## src/nhfe_pkg.sv

```systemverilog
package nhfe_pkg;

   // Fixed frame codes.
   localparam logic [7:0] PREAMBLE_CODE  = 8'h00;
   localparam logic [7:0] START_CODE_A   = 8'h00;
   localparam logic [7:0] START_CODE_B   = 8'hFF;
   localparam logic [7:0] POSTAMBLE_CODE = 8'h00;

   // Register indexes on the configuration port.
   localparam logic REG_PREFIX     = 1'b0;
   localparam logic REG_FRAME_TYPE = 1'b1;

   // Positions in the frame byte sequence.
   localparam int unsigned STEP_W = 4;
   localparam logic [STEP_W-1:0] STEP_PREFIX   = 4'd0;
   localparam logic [STEP_W-1:0] STEP_PREAMBLE = 4'd1;
   localparam logic [STEP_W-1:0] STEP_START_A  = 4'd2;
   localparam logic [STEP_W-1:0] STEP_START_B  = 4'd3;
   localparam logic [STEP_W-1:0] STEP_LEN      = 4'd4;
   localparam logic [STEP_W-1:0] STEP_LCS      = 4'd5;
   localparam logic [STEP_W-1:0] STEP_TFI      = 4'd6;
   localparam logic [STEP_W-1:0] STEP_DATA     = 4'd7;
   localparam logic [STEP_W-1:0] STEP_DCS      = 4'd8;
   localparam logic [STEP_W-1:0] STEP_POST     = 4'd9;

   // One classified item as it travels from the front to the back.
   typedef struct packed {
      logic       first;
      logic       last;
      logic [7:0] prefix;
      logic [7:0] len_field;
      logic [7:0] frame_type;
      logic [7:0] data;
      logic [7:0] dcs;
   } desc_type;

   // Reverses the bit order of one byte by nibble, pair and bit swaps.
   function automatic logic [7:0] bit_reverse(input logic [7:0] v);
      logic [7:0] x;
      x = ((v & 8'hF0) >> 4) | ((v & 8'h0F) << 4);
      x = ((x & 8'hCC) >> 2) | ((x & 8'h33) << 2);
      x = ((x & 8'hAA) >> 1) | ((x & 8'h55) << 1);
      return x;
   endfunction

endpackage

```

## src/nfc_host_frame_encoder.sv

```systemverilog
// An accepted item passes the queue and the output register before its first
// result. A middle payload byte yields one frame byte; a frame's opening byte
// adds prefix, preamble, start codes, LEN, LCS and TFI, its closing byte DCS
// and postamble. The back sequencer emits one frame byte per cycle unless the
// output stalls. Reset is synchronous and active high; it clears the frame
// state, queue and output valid flag and returns both registers to defaults.
module nfc_host_frame_encoder #(
   parameter int unsigned QUEUE_DEPTH = 4
) (
   input  logic        clock,
   input  logic        reset,
   input  logic        req_valid,
   output logic        req_stall,
   input  logic [7:0]  req_payload_byte,
   input  logic [7:0]  req_payload_length,
   output logic        rsp_valid,
   input  logic        rsp_stall,
   output logic [7:0]  rsp_wire_byte,
   output logic        rsp_last_of_item,
   output logic        rsp_frame_end,
   input  logic        csr_psel,
   input  logic        csr_penable,
   input  logic        csr_pwrite,
   input  logic [2:0]  csr_paddr,
   input  logic [31:0] csr_pwdata,
   output logic [31:0] csr_prdata,
   output logic        csr_pready
);

   logic [7:0]         prefix_ff, prefix_in;
   logic [7:0]         frame_type_ff, frame_type_in;
   logic               csr_write;
   logic               reg_index;
   logic               push;
   logic               pop;
   logic               queue_full;
   logic               head_valid;
   nhfe_pkg::desc_type push_data;
   nhfe_pkg::desc_type head_data;

   // Configuration registers.
   assign csr_pready = 1'b1;
   assign csr_write  = csr_psel && csr_penable && csr_pwrite && csr_pready;
   assign reg_index  = csr_paddr[2];

   always_comb begin
      prefix_in     = prefix_ff;
      frame_type_in = frame_type_ff;
      if (csr_write) begin
         case (reg_index)
            nhfe_pkg::REG_PREFIX:     prefix_in     = csr_pwdata[7:0];
            nhfe_pkg::REG_FRAME_TYPE: frame_type_in = csr_pwdata[7:0];
            default:                  prefix_in     = prefix_ff;
         endcase
      end
   end

   always_comb begin
      case (reg_index)
         nhfe_pkg::REG_PREFIX:     csr_prdata = {24'd0, prefix_ff};
         nhfe_pkg::REG_FRAME_TYPE: csr_prdata = {24'd0, frame_type_ff};
         default:                  csr_prdata = 32'd0;
      endcase
   end

   always_ff @(posedge clock) begin
      if (reset) begin
         prefix_ff     <= 8'h01;
         frame_type_ff <= 8'hD4;
      end else begin
         prefix_ff     <= prefix_in;
         frame_type_ff <= frame_type_in;
      end
   end

   // Front classifies items, the queue decouples, the back emits frame bytes.
   nhfe_front u_front (
      .clock              (clock),
      .reset              (reset),
      .req_valid          (req_valid),
      .req_stall          (req_stall),
      .req_payload_byte   (req_payload_byte),
      .req_payload_length (req_payload_length),
      .prefix_byte        (prefix_ff),
      .frame_type_byte    (frame_type_ff),
      .queue_full         (queue_full),
      .push               (push),
      .push_data          (push_data)
   );

   nhfe_queue #(
      .DEPTH (QUEUE_DEPTH)
   ) u_queue (
      .clock      (clock),
      .reset      (reset),
      .push       (push),
      .push_data  (push_data),
      .pop        (pop),
      .head_valid (head_valid),
      .head_data  (head_data),
      .full       (queue_full)
   );

   nhfe_back u_back (
      .clock            (clock),
      .reset            (reset),
      .head_valid       (head_valid),
      .head_data        (head_data),
      .pop              (pop),
      .rsp_valid        (rsp_valid),
      .rsp_stall        (rsp_stall),
      .rsp_wire_byte    (rsp_wire_byte),
      .rsp_last_of_item (rsp_last_of_item),
      .rsp_frame_end    (rsp_frame_end)
   );

`ifndef SYNTHESIS
   // The postamble always closes the item that caused it.
   assert property (@(posedge clock) disable iff (reset)
      rsp_valid && rsp_frame_end |-> rsp_last_of_item)
      else $error("frame end without last-of-item");

   // The postamble goes out as an all-zero byte.
   assert property (@(posedge clock) disable iff (reset)
      rsp_valid && rsp_frame_end |-> rsp_wire_byte == 8'h00)
      else $error("postamble byte is not zero");

   // No result is shown in the cycle after reset.
   assert property (@(posedge clock)
      $past(reset) |-> !rsp_valid)
      else $error("result valid right after reset");

   // An item is only removed from the queue as its closing result enters the output register.
   assert property (@(posedge clock) disable iff (reset)
      pop |=> rsp_valid && rsp_last_of_item)
      else $error("queue pop without a closing result");
`endif

endmodule

```

## src/nhfe_front.sv

```systemverilog
module nhfe_front (
   input  logic               clock,
   input  logic               reset,
   input  logic               req_valid,
   output logic               req_stall,
   input  logic [7:0]         req_payload_byte,
   input  logic [7:0]         req_payload_length,
   input  logic [7:0]         prefix_byte,
   input  logic [7:0]         frame_type_byte,
   input  logic               queue_full,
   output logic               push,
   output nhfe_pkg::desc_type push_data
);

   logic       inside_frame_ff, inside_frame_in;
   logic [7:0] bytes_left_ff, bytes_left_in;
   logic [7:0] running_sum_ff, running_sum_in;

   logic [7:0] length;
   logic [7:0] left_after;
   logic [7:0] sum_after;
   logic       is_first;
   logic       is_last;

   // The front takes an item whenever the queue has room.
   assign req_stall = queue_full;
   assign push      = req_valid && !queue_full;

   // Classify the item and track the frame's count and checksum.
   always_comb begin
      is_first   = !inside_frame_ff;
      length     = (req_payload_length == 8'd0) ? 8'd1 : req_payload_length;
      left_after = (is_first ? length : bytes_left_ff) - 8'd1;
      sum_after  = (is_first ? frame_type_byte : running_sum_ff) + req_payload_byte;
      is_last    = (left_after == 8'd0);

      push_data.first      = is_first;
      push_data.last       = is_last;
      push_data.prefix     = prefix_byte;
      push_data.len_field  = length + 8'd1;
      push_data.frame_type = frame_type_byte;
      push_data.data       = req_payload_byte;
      push_data.dcs        = 8'd0 - sum_after;

      inside_frame_in = inside_frame_ff;
      bytes_left_in   = bytes_left_ff;
      running_sum_in  = running_sum_ff;
      if (push) begin
         inside_frame_in = !is_last;
         bytes_left_in   = left_after;
         running_sum_in  = is_last ? 8'd0 : sum_after;
      end
   end

   always_ff @(posedge clock) begin
      if (reset) begin
         inside_frame_ff <= 1'b0;
         bytes_left_ff   <= 8'd0;
         running_sum_ff  <= 8'd0;
      end else begin
         inside_frame_ff <= inside_frame_in;
         bytes_left_ff   <= bytes_left_in;
         running_sum_ff  <= running_sum_in;
      end
   end

endmodule

```

## src/nhfe_queue.sv

```systemverilog
module nhfe_queue #(
   parameter int unsigned DEPTH = 4
) (
   input  logic               clock,
   input  logic               reset,
   input  logic               push,
   input  nhfe_pkg::desc_type push_data,
   input  logic               pop,
   output logic               head_valid,
   output nhfe_pkg::desc_type head_data,
   output logic               full
);

   localparam int unsigned PTR_W = (DEPTH > 1) ? $clog2(DEPTH) : 1;
   localparam int unsigned CNT_W = $clog2(DEPTH + 1);

   nhfe_pkg::desc_type     slot_ff [DEPTH];
   logic [PTR_W-1:0]       wr_ptr_ff, wr_ptr_in;
   logic [PTR_W-1:0]       rd_ptr_ff, rd_ptr_in;
   logic [CNT_W-1:0]       count_ff, count_in;

   assign head_valid = (count_ff != CNT_W'(0));
   assign full       = (count_ff == CNT_W'(DEPTH));
   assign head_data  = slot_ff[rd_ptr_ff];

   // Pointer and fill count update.
   always_comb begin
      wr_ptr_in = wr_ptr_ff;
      rd_ptr_in = rd_ptr_ff;
      count_in  = count_ff;
      if (push) begin
         wr_ptr_in = (wr_ptr_ff == PTR_W'(DEPTH - 1)) ? PTR_W'(0) : wr_ptr_ff + PTR_W'(1);
      end
      if (pop) begin
         rd_ptr_in = (rd_ptr_ff == PTR_W'(DEPTH - 1)) ? PTR_W'(0) : rd_ptr_ff + PTR_W'(1);
      end
      if (push && !pop) begin
         count_in = count_ff + CNT_W'(1);
      end else if (pop && !push) begin
         count_in = count_ff - CNT_W'(1);
      end
   end

   always_ff @(posedge clock) begin
      if (reset) begin
         wr_ptr_ff <= '0;
         rd_ptr_ff <= '0;
         count_ff  <= '0;
      end else begin
         wr_ptr_ff <= wr_ptr_in;
         rd_ptr_ff <= rd_ptr_in;
         count_ff  <= count_in;
      end
   end

   // Slot storage needs no reset.
   always_ff @(posedge clock) begin
      if (push) begin
         slot_ff[wr_ptr_ff] <= push_data;
      end
   end

endmodule

```

## src/nhfe_back.sv

```systemverilog
module nhfe_back (
   input  logic               clock,
   input  logic               reset,
   input  logic               head_valid,
   input  nhfe_pkg::desc_type head_data,
   output logic               pop,
   output logic               rsp_valid,
   input  logic               rsp_stall,
   output logic [7:0]         rsp_wire_byte,
   output logic               rsp_last_of_item,
   output logic               rsp_frame_end
);

   logic                        active_ff, active_in;
   logic [nhfe_pkg::STEP_W-1:0] step_ff, step_in;
   logic                        rsp_valid_ff, rsp_valid_in;
   logic [7:0]                  wire_byte_ff, wire_byte_in;
   logic                        last_ff, last_in;
   logic                        frame_end_ff, frame_end_in;

   logic [nhfe_pkg::STEP_W-1:0] cur_step;
   logic [nhfe_pkg::STEP_W-1:0] end_step;
   logic                        emit;
   logic [7:0]                  frame_byte;

   // A byte moves into the output register when it is empty or being taken.
   assign emit = head_valid && (!rsp_valid_ff || !rsp_stall);

   always_comb begin
      cur_step = active_ff ? step_ff
               : (head_data.first ? nhfe_pkg::STEP_PREFIX : nhfe_pkg::STEP_DATA);
      end_step = head_data.last ? nhfe_pkg::STEP_POST : nhfe_pkg::STEP_DATA;
      pop      = emit && (cur_step == end_step);
   end

   // Select the frame byte for the current position.
   always_comb begin
      case (cur_step)
         nhfe_pkg::STEP_PREFIX:   frame_byte = head_data.prefix;
         nhfe_pkg::STEP_PREAMBLE: frame_byte = nhfe_pkg::PREAMBLE_CODE;
         nhfe_pkg::STEP_START_A:  frame_byte = nhfe_pkg::START_CODE_A;
         nhfe_pkg::STEP_START_B:  frame_byte = nhfe_pkg::START_CODE_B;
         nhfe_pkg::STEP_LEN:      frame_byte = head_data.len_field;
         nhfe_pkg::STEP_LCS:      frame_byte = 8'd0 - head_data.len_field;
         nhfe_pkg::STEP_TFI:      frame_byte = head_data.frame_type;
         nhfe_pkg::STEP_DATA:     frame_byte = head_data.data;
         nhfe_pkg::STEP_DCS:      frame_byte = head_data.dcs;
         nhfe_pkg::STEP_POST:     frame_byte = nhfe_pkg::POSTAMBLE_CODE;
         default:                 frame_byte = nhfe_pkg::POSTAMBLE_CODE;
      endcase
   end

   // Sequencer and output register update.
   always_comb begin
      active_in    = active_ff;
      step_in      = step_ff;
      rsp_valid_in = rsp_valid_ff && rsp_stall;
      wire_byte_in = wire_byte_ff;
      last_in      = last_ff;
      frame_end_in = frame_end_ff;
      if (emit) begin
         rsp_valid_in = 1'b1;
         wire_byte_in = nhfe_pkg::bit_reverse(frame_byte);
         last_in      = (cur_step == end_step);
         frame_end_in = (cur_step == nhfe_pkg::STEP_POST);
         if (cur_step == end_step) begin
            active_in = 1'b0;
         end else begin
            active_in = 1'b1;
            step_in   = cur_step + nhfe_pkg::STEP_W'(1);
         end
      end
   end

   always_ff @(posedge clock) begin
      if (reset) begin
         active_ff    <= 1'b0;
         step_ff      <= nhfe_pkg::STEP_PREFIX;
         rsp_valid_ff <= 1'b0;
      end else begin
         active_ff    <= active_in;
         step_ff      <= step_in;
         rsp_valid_ff <= rsp_valid_in;
      end
   end

   always_ff @(posedge clock) begin
      wire_byte_ff <= wire_byte_in;
      last_ff      <= last_in;
      frame_end_ff <= frame_end_in;
   end

   assign rsp_valid        = rsp_valid_ff;
   assign rsp_wire_byte    = wire_byte_ff;
   assign rsp_last_of_item = last_ff;
   assign rsp_frame_end    = frame_end_ff;

endmodule

```

## config.mk

```make
export PLATFORM = sky130hd
export DESIGN_NAME = nfc_host_frame_encoder
export DESIGN_NICKNAME = d
export VERILOG_FILES = /design/src/nhfe_pkg.sv /design/src/nfc_host_frame_encoder.sv /design/src/nhfe_front.sv /design/src/nhfe_queue.sv /design/src/nhfe_back.sv
export SDC_FILE = /design/constraint.sdc
export NUM_CORES = 1
export LEC_CHECK = 0
export ABC_AREA = 1
export BUFFER_PORTS_ARGS = -buffer_cell sky130_fd_sc_hd__buf_2
export CAP_MARGIN = 20
export CORE_UTILIZATION = 60
export CTS_BUF_LIST = sky130_fd_sc_hd__clkbuf_4 sky130_fd_sc_hd__clkbuf_8 sky130_fd_sc_hd__clkbuf_16
export DETAILED_ROUTE_END_ITERATION = 12
export GPL_ROUTABILITY_DRIVEN = 0
export PLACE_DENSITY = 0.81
export SETUP_SLACK_MARGIN = 0.15
export SLEW_MARGIN = 25
export SYNTH_ARGS = -nofsm -noshare
export SYNTH_HDL_FRONTEND = slang
export SYNTH_HIERARCHICAL = 1
export SYNTH_SLANG_ARGS = --single-unit
```

## constraint.sdc

```tcl
create_clock -name clock -period 3.9 [get_ports clock]
set_clock_uncertainty 0.2 [all_clocks]
set_input_delay 0.195 -clock clock [delete_from_list [all_inputs] [get_ports clock]]
set_output_delay 0.195 -clock clock [all_outputs]
set_load 0.03 [all_outputs]
```

# Yosys cells after proc, flatten, opt, wreduce, memory -nomap -nowiden
# Memory sizes are Yosys's and may differ from the RTL's. A register that Yosys moved wholly into a read port is not among the register bits.
# Cells that the tools add are included.
totals:
  register_bits: 56
  mem_bits_rw: 168
  input_bits: 58
  output_inout_bits: 45
  word_cells: 84
  mem_count: 1
mem_list:
  columns: ["name", "depth", "width", "rd", "rd_clocked_by_memory_dff", "write_ports", "line_no", "source"]
  rows:
  - ["u_queue.slot_ff", 4, 42, 1, 1, 1, "nhfe_queue.sv:17", "nhfe_pkg::desc_type slot_ff [DEPTH];"]
op_classes:
  n_addsub: 10
  eq_ne: 11
  mux: 19
  bitwise_logic: 5
  reduce_logical: 24
op_table:
  columns: ["cell", "n"]
  rows:
  - ["$pmux W32 S2", 1]
  - ["$pmux W8 S7", 1]
  - ["$mux W8", 4]
  - ["$eq A4 B3 Y1 const B", 4]
  - ["$logic_not A8 Y1", 2]
  - ["$sub A1 B8 Y8 const A", 2]
  - ["$mux W3", 3]
  - ["$add A8 B1 Y8 const B", 1]
  - ["$add A8 B8 Y8", 1]
  - ["$eq A4 B4 Y1 const B", 2]
  - ["$logic_and A1 B1 Y1", 8]
  - ["$mux W2", 4]
  - ["$mux W4", 2]
  - ["$or A4 B8 Y8", 1]
  - ["$or A6 B8 Y8", 1]
  - ["$or A7 B8 Y8", 1]
  - ["$sub A8 B1 Y8 const B", 1]
  - ["$logic_not A1 Y1", 7]
  - ["$reduce_and A2 Y1", 3]
  - ["$add A2 B1 Y2 const B", 2]
  - ["$add A4 B1 Y4 const B", 1]
  - ["$eq A2 B2 Y1 const B", 2]
  - ["$eq A4 B2 Y1 const B", 1]
  - ["$eq A4 B4 Y1", 1]
  - ["9 further kinds", 13]

# Longest topological paths before layout
depth:
  word_depth: 7
  depth_mapped: 23
  ltp_nobuf: 20

# Cells and area by module
# The synthesis kept the hierarchy.
by_module_without_submodules:
  columns: ["mod", "n_inst", "cells_each", "area_per_inst_um2", "seq_area_each_um2"]
  rows:
  - ["nhfe_queue", 1, 466, 6766.5, 5225.0]
  - ["nhfe_front", 1, 304, 1868.0, 340.3]
  - ["nhfe_back", 1, 217, 1362.6, 420.4]
  - ["nfc_host_frame_encoder", 1, 148, 1006.0, 320.3]

# Least setup slack after synthesis
# Ideal clock, no wire load.
synth_timing:
  path_type: "register to register"
  start: "reg with a tool-made name"
  end: "reg u_queue.count_ff[1]"
  setup_time_ps: 113
  arrival_time_ps: 2572
  required_time_ps: 3587
  path_slack_ps: 1015
  stages_incl_launch_ff: 18
  n_path_buf: 3
  synth_period_minus_slack_ps: 2885
  cell_sequence: "dfxtp_1 -> buf_6 -> inv_2 -> buf_6 -> buf_6 -> nor2_1 -> o22ai_1 -> inv_1 -> xor2_1 -> nor2_1 -> nand2_1 -> nor2_1 -> inv_2 -> ha_1 -> inv_1 -> fa_1 -> o21ai_1 -> nor2_1"
synth_rtl:
  columns: ["item", "line_no", "source"]
  rows:
  - ["to (signal assigned)", "nhfe_queue.sv:52", "count_ff <= count_in;"]
  - ["to (decl)", "nhfe_queue.sv:20", "logic [CNT_W-1:0] count_ff, count_in;"]

==> reports/metrics.cfg <==
[synthesis]
synth_top_cell_by_area = edfxtp_1
synth.distinct_cells = 42
syn_area_um2 = 11000
ys_top_cells_by_area = edfxtp_1 49%, dfxtp_1 8.7%, nand2_1 7.4%
yosysSeqAreaShare_pct = 57.3
syn_avg_cell_area_um2 = 9.69
synth_edf_count = 178
ys_warn_count = 6
async_flop_share_pct = 0
synth_top_area_share_pct = 48.6
synth_seq_cells = 226
synthFlopType = edfxtp_1
syn_inst = 1135

[clock_tree]
clkSinkCount = 226
post-cts-setup-buffers = 0
htreeDepth = 1
ctsRootBufferMaster = clkbuf_16
cts_made_buffers = 24
cts_buffer_depth = 3
post_cts_resized = 0
clk_latency_ps = 520
clk_pin_slew_ps = 70
cts_tree = built

[power_and_ir_drop]
intPower_uw = 5500
power_switching_uw = 2960
combPwrFrac_pct = 31.3
power_frac_seq_pct = 38.6
vdd_drop_max_mv = 0.538
leakage_uw = 0.00503
swShare_pct = 35.0
power_uw = 8460
clockPowerShare_pct = 30.2
powerDensity_nw_per_um2 = 683

[critical_path]
path_max_fanout = 26
path_class = flop to flop
critPathCaptureType = flop
cpMaxStageDelayCell = fa_1
cp.arrival_ps = 3600
cp_slowest_stage_delay_ps = 450
cpMostUsedCell = inv_1
critPathBufInv = 6
path_cells = inv_2 > o21ai_0 > o22ai_1 > inv_1 > xor2_1 > nor2_1 > nand2_1 > nor2_1 > inv_2 > ha_1 > inv_1 > fa_1 > inv_1 > nand2_1 > nand3_1 > nand2_1 > inv_1 > nor2_1
worst_ep_required_time_ps = 4110
cp_top_family = buffers and inverters
worstSetupStartpointType = flop

[layout]
seq_area_um2 = 6310
multi_input_area_um2 = 3760
antenna_cells = 0
finish.utilization_pct = 68.9
fillers = 1247
drive_gt1_share_pct = 14.3
nNetsFinal = 1275
final_area_um2 = 12400
area_delta_synth_final_pct = 12.5

[floorplan]
core_area_um2 = 18000
dieArea_um2 = 18900
die_y_um = 137
rows = 49
io_pins = 103
start_util_pct = 61.3
die_x_um = 137

[drt]
viasPerCell = 5.74
wl_um = 25900
drt_iter0_markers = 979
firstDrtPassIters = 7
vias = 8289
antenna_left = 0
wl_per_cell_um = 17.9
drc = 0

[global_route]
grt_pass1_vias = 7704
grt_max_degree = 75
antenna_found_initial = 0
groute.usage.overall_pct = 28.2
grt_pass1_wl_um = 40000
grt_overflow_total = 0

[placement]
place_area_um2 = 11100
port_buffers = 51
dp_hpwl_um = 15300

[sta]
max_freq_mhz = 295
fin_setup_tns_ps = 0
slew_headroom_pct = 39.1
setup_violations = 0
hold_slack_ps = 32.9
timing.final.crit_share_pct = 87.1
slew_violations = 0
tightest_slew_ps = 908
fin_crit_ps = 3400
grt_setup_unrepaired = false
hold_viol = 0

[min_path]
hold_class = input pin to flop

[run_status]
status = completed

[flow_run]
maxCapViolations = 0

==> cells in the final DEF (no fill, tap or decap), types with 19 or more instances in the layout <==
cell,count
nor2_1,163
clkbuf_16,25
nand3_1,47
nand2_1,218
nor2_2,19
o21ai_0,85
dfxtp_1,47
conb_1,25
a21oi_1,25
o21ai_1,32
dlygate4sd3_1,41
edfxtp_1,178
o22ai_1,32
buf_2,51
inv_1,78
==> cell families (layout without fill, tap and decap cells) <==
logic type	count (synthesis)	count (layout)	synth area share, %
AO/OA/AOI/OAI	190	190	9.84
XOR/XNOR	21	21	1.67
adder cells (fa/ha/maj)	19	19	2.30
buffers and inverters	185	243	9.31
flip-flops	226	226	57.3
other	2	25	0.0683
AND/OR/NAND/NOR	492	492	19.5
==> layout make-up <==
class	count	share of cell area [%]
Sequential cell	226	51.0
Multi-Input combinational cell	747	30.4
Timing Repair Buffer	105	6.17
Clock buffer	31	5.47
Inverter	94	2.91
Tap cell	229	2.31
Clock inverter	13	1.82
==> routing by layer <==
layer | wire length (um) | GRT usage (%)
met5 | 0 | 0
met2 | 12800 | 46.5
met1 | 10000 | 36.9
met3 | 2210 | 4.19
met4 | 874 | 12.6
==> power by group through the flow <==
stage               clock network, uW  logic [uW]  registers [uW]
global placement                    0        2480            3290
CTS                              2570        2590            3260
finish                           2550        2650            3260
floorplan                           0        1880            3370
detailed placement                  0        2540            3310
global route                     2660        2930            3290
==> timing repair <==
action                                  in CTS  in global routing
endpoints found under the hold margin       80                  0
hold buffers                                41                  0
endpoints found under the setup margin       0                  0
==> worst reg2reg max path: stages, from the launching register on <==
cell and delay [ps]:
dfxtp_2 390, inv_2 400, o21ai_0 140, o22ai_1 270, inv_1 150, xor2_1 170, nor2_1 70, nand2_1 130
nor2_1 100, inv_2 150, ha_1 200, inv_1 80, fa_1 450, inv_1 70, nand2_1 70, nand3_1 90
nand2_1 70, inv_1 60, nor2_1 40
==> state kept, by name, summed over array words and instances, names as in the netlist, 2 cells and up, named ones only <==
register                flops
u_queue/slot_ff           168
frame_type_ff               8
prefix_ff                   8
u_back/rsp_wire_byte        8
u_front/bytes_left_ff       8
u_front/running_sum_ff      8
u_back/step_ff              4
u_queue/count_ff            3
u_queue/rd_ptr_ff           2
u_queue/wr_ptr_ff           2
==> synth_stat cells, drive strengths merged, types with 3 or more instances <==
cell,count
dfxtp,48
clkbuf,15
buf,76
edfxtp,178
nand4,6
inv,92
nor3,5
o211ai,3
o21ai,118
ha,17
xor2,17
or2,4
nor2,189
xnor2,4
a21oi,25
o22ai,42
nand3b,4
nand2,231
nand3,51
==> per-stage QoR <==
step / std cells / worst slack (ps)
2_1_floorplan: 1158 / 1010
3_3_place_gp: 1360 / 755
3_5_place_dp: 1360 / 653
4_1_cts: 1445 / 611
5_1_grt: 1445 / 204
6_report: 1445 / 505
==> worst paths after layout <==
path | cells after the start | slack [ps] | endpoint | startpoint
hold reg to reg | 2 | 270 | u_front/running_sum_ff[7] | u_front/running_sum_ff[7]
setup reg to reg | 18 | 500 | u_queue/count_ff[2] | flop
setup / recovery | 18 | 500 | u_queue/count_ff[2] | flop
hold / removal | 3 | 30 | u_queue/slot_ff[3][29] | req_payload_length[5]
No activity file was read; power rests on OpenSTA's default activity.
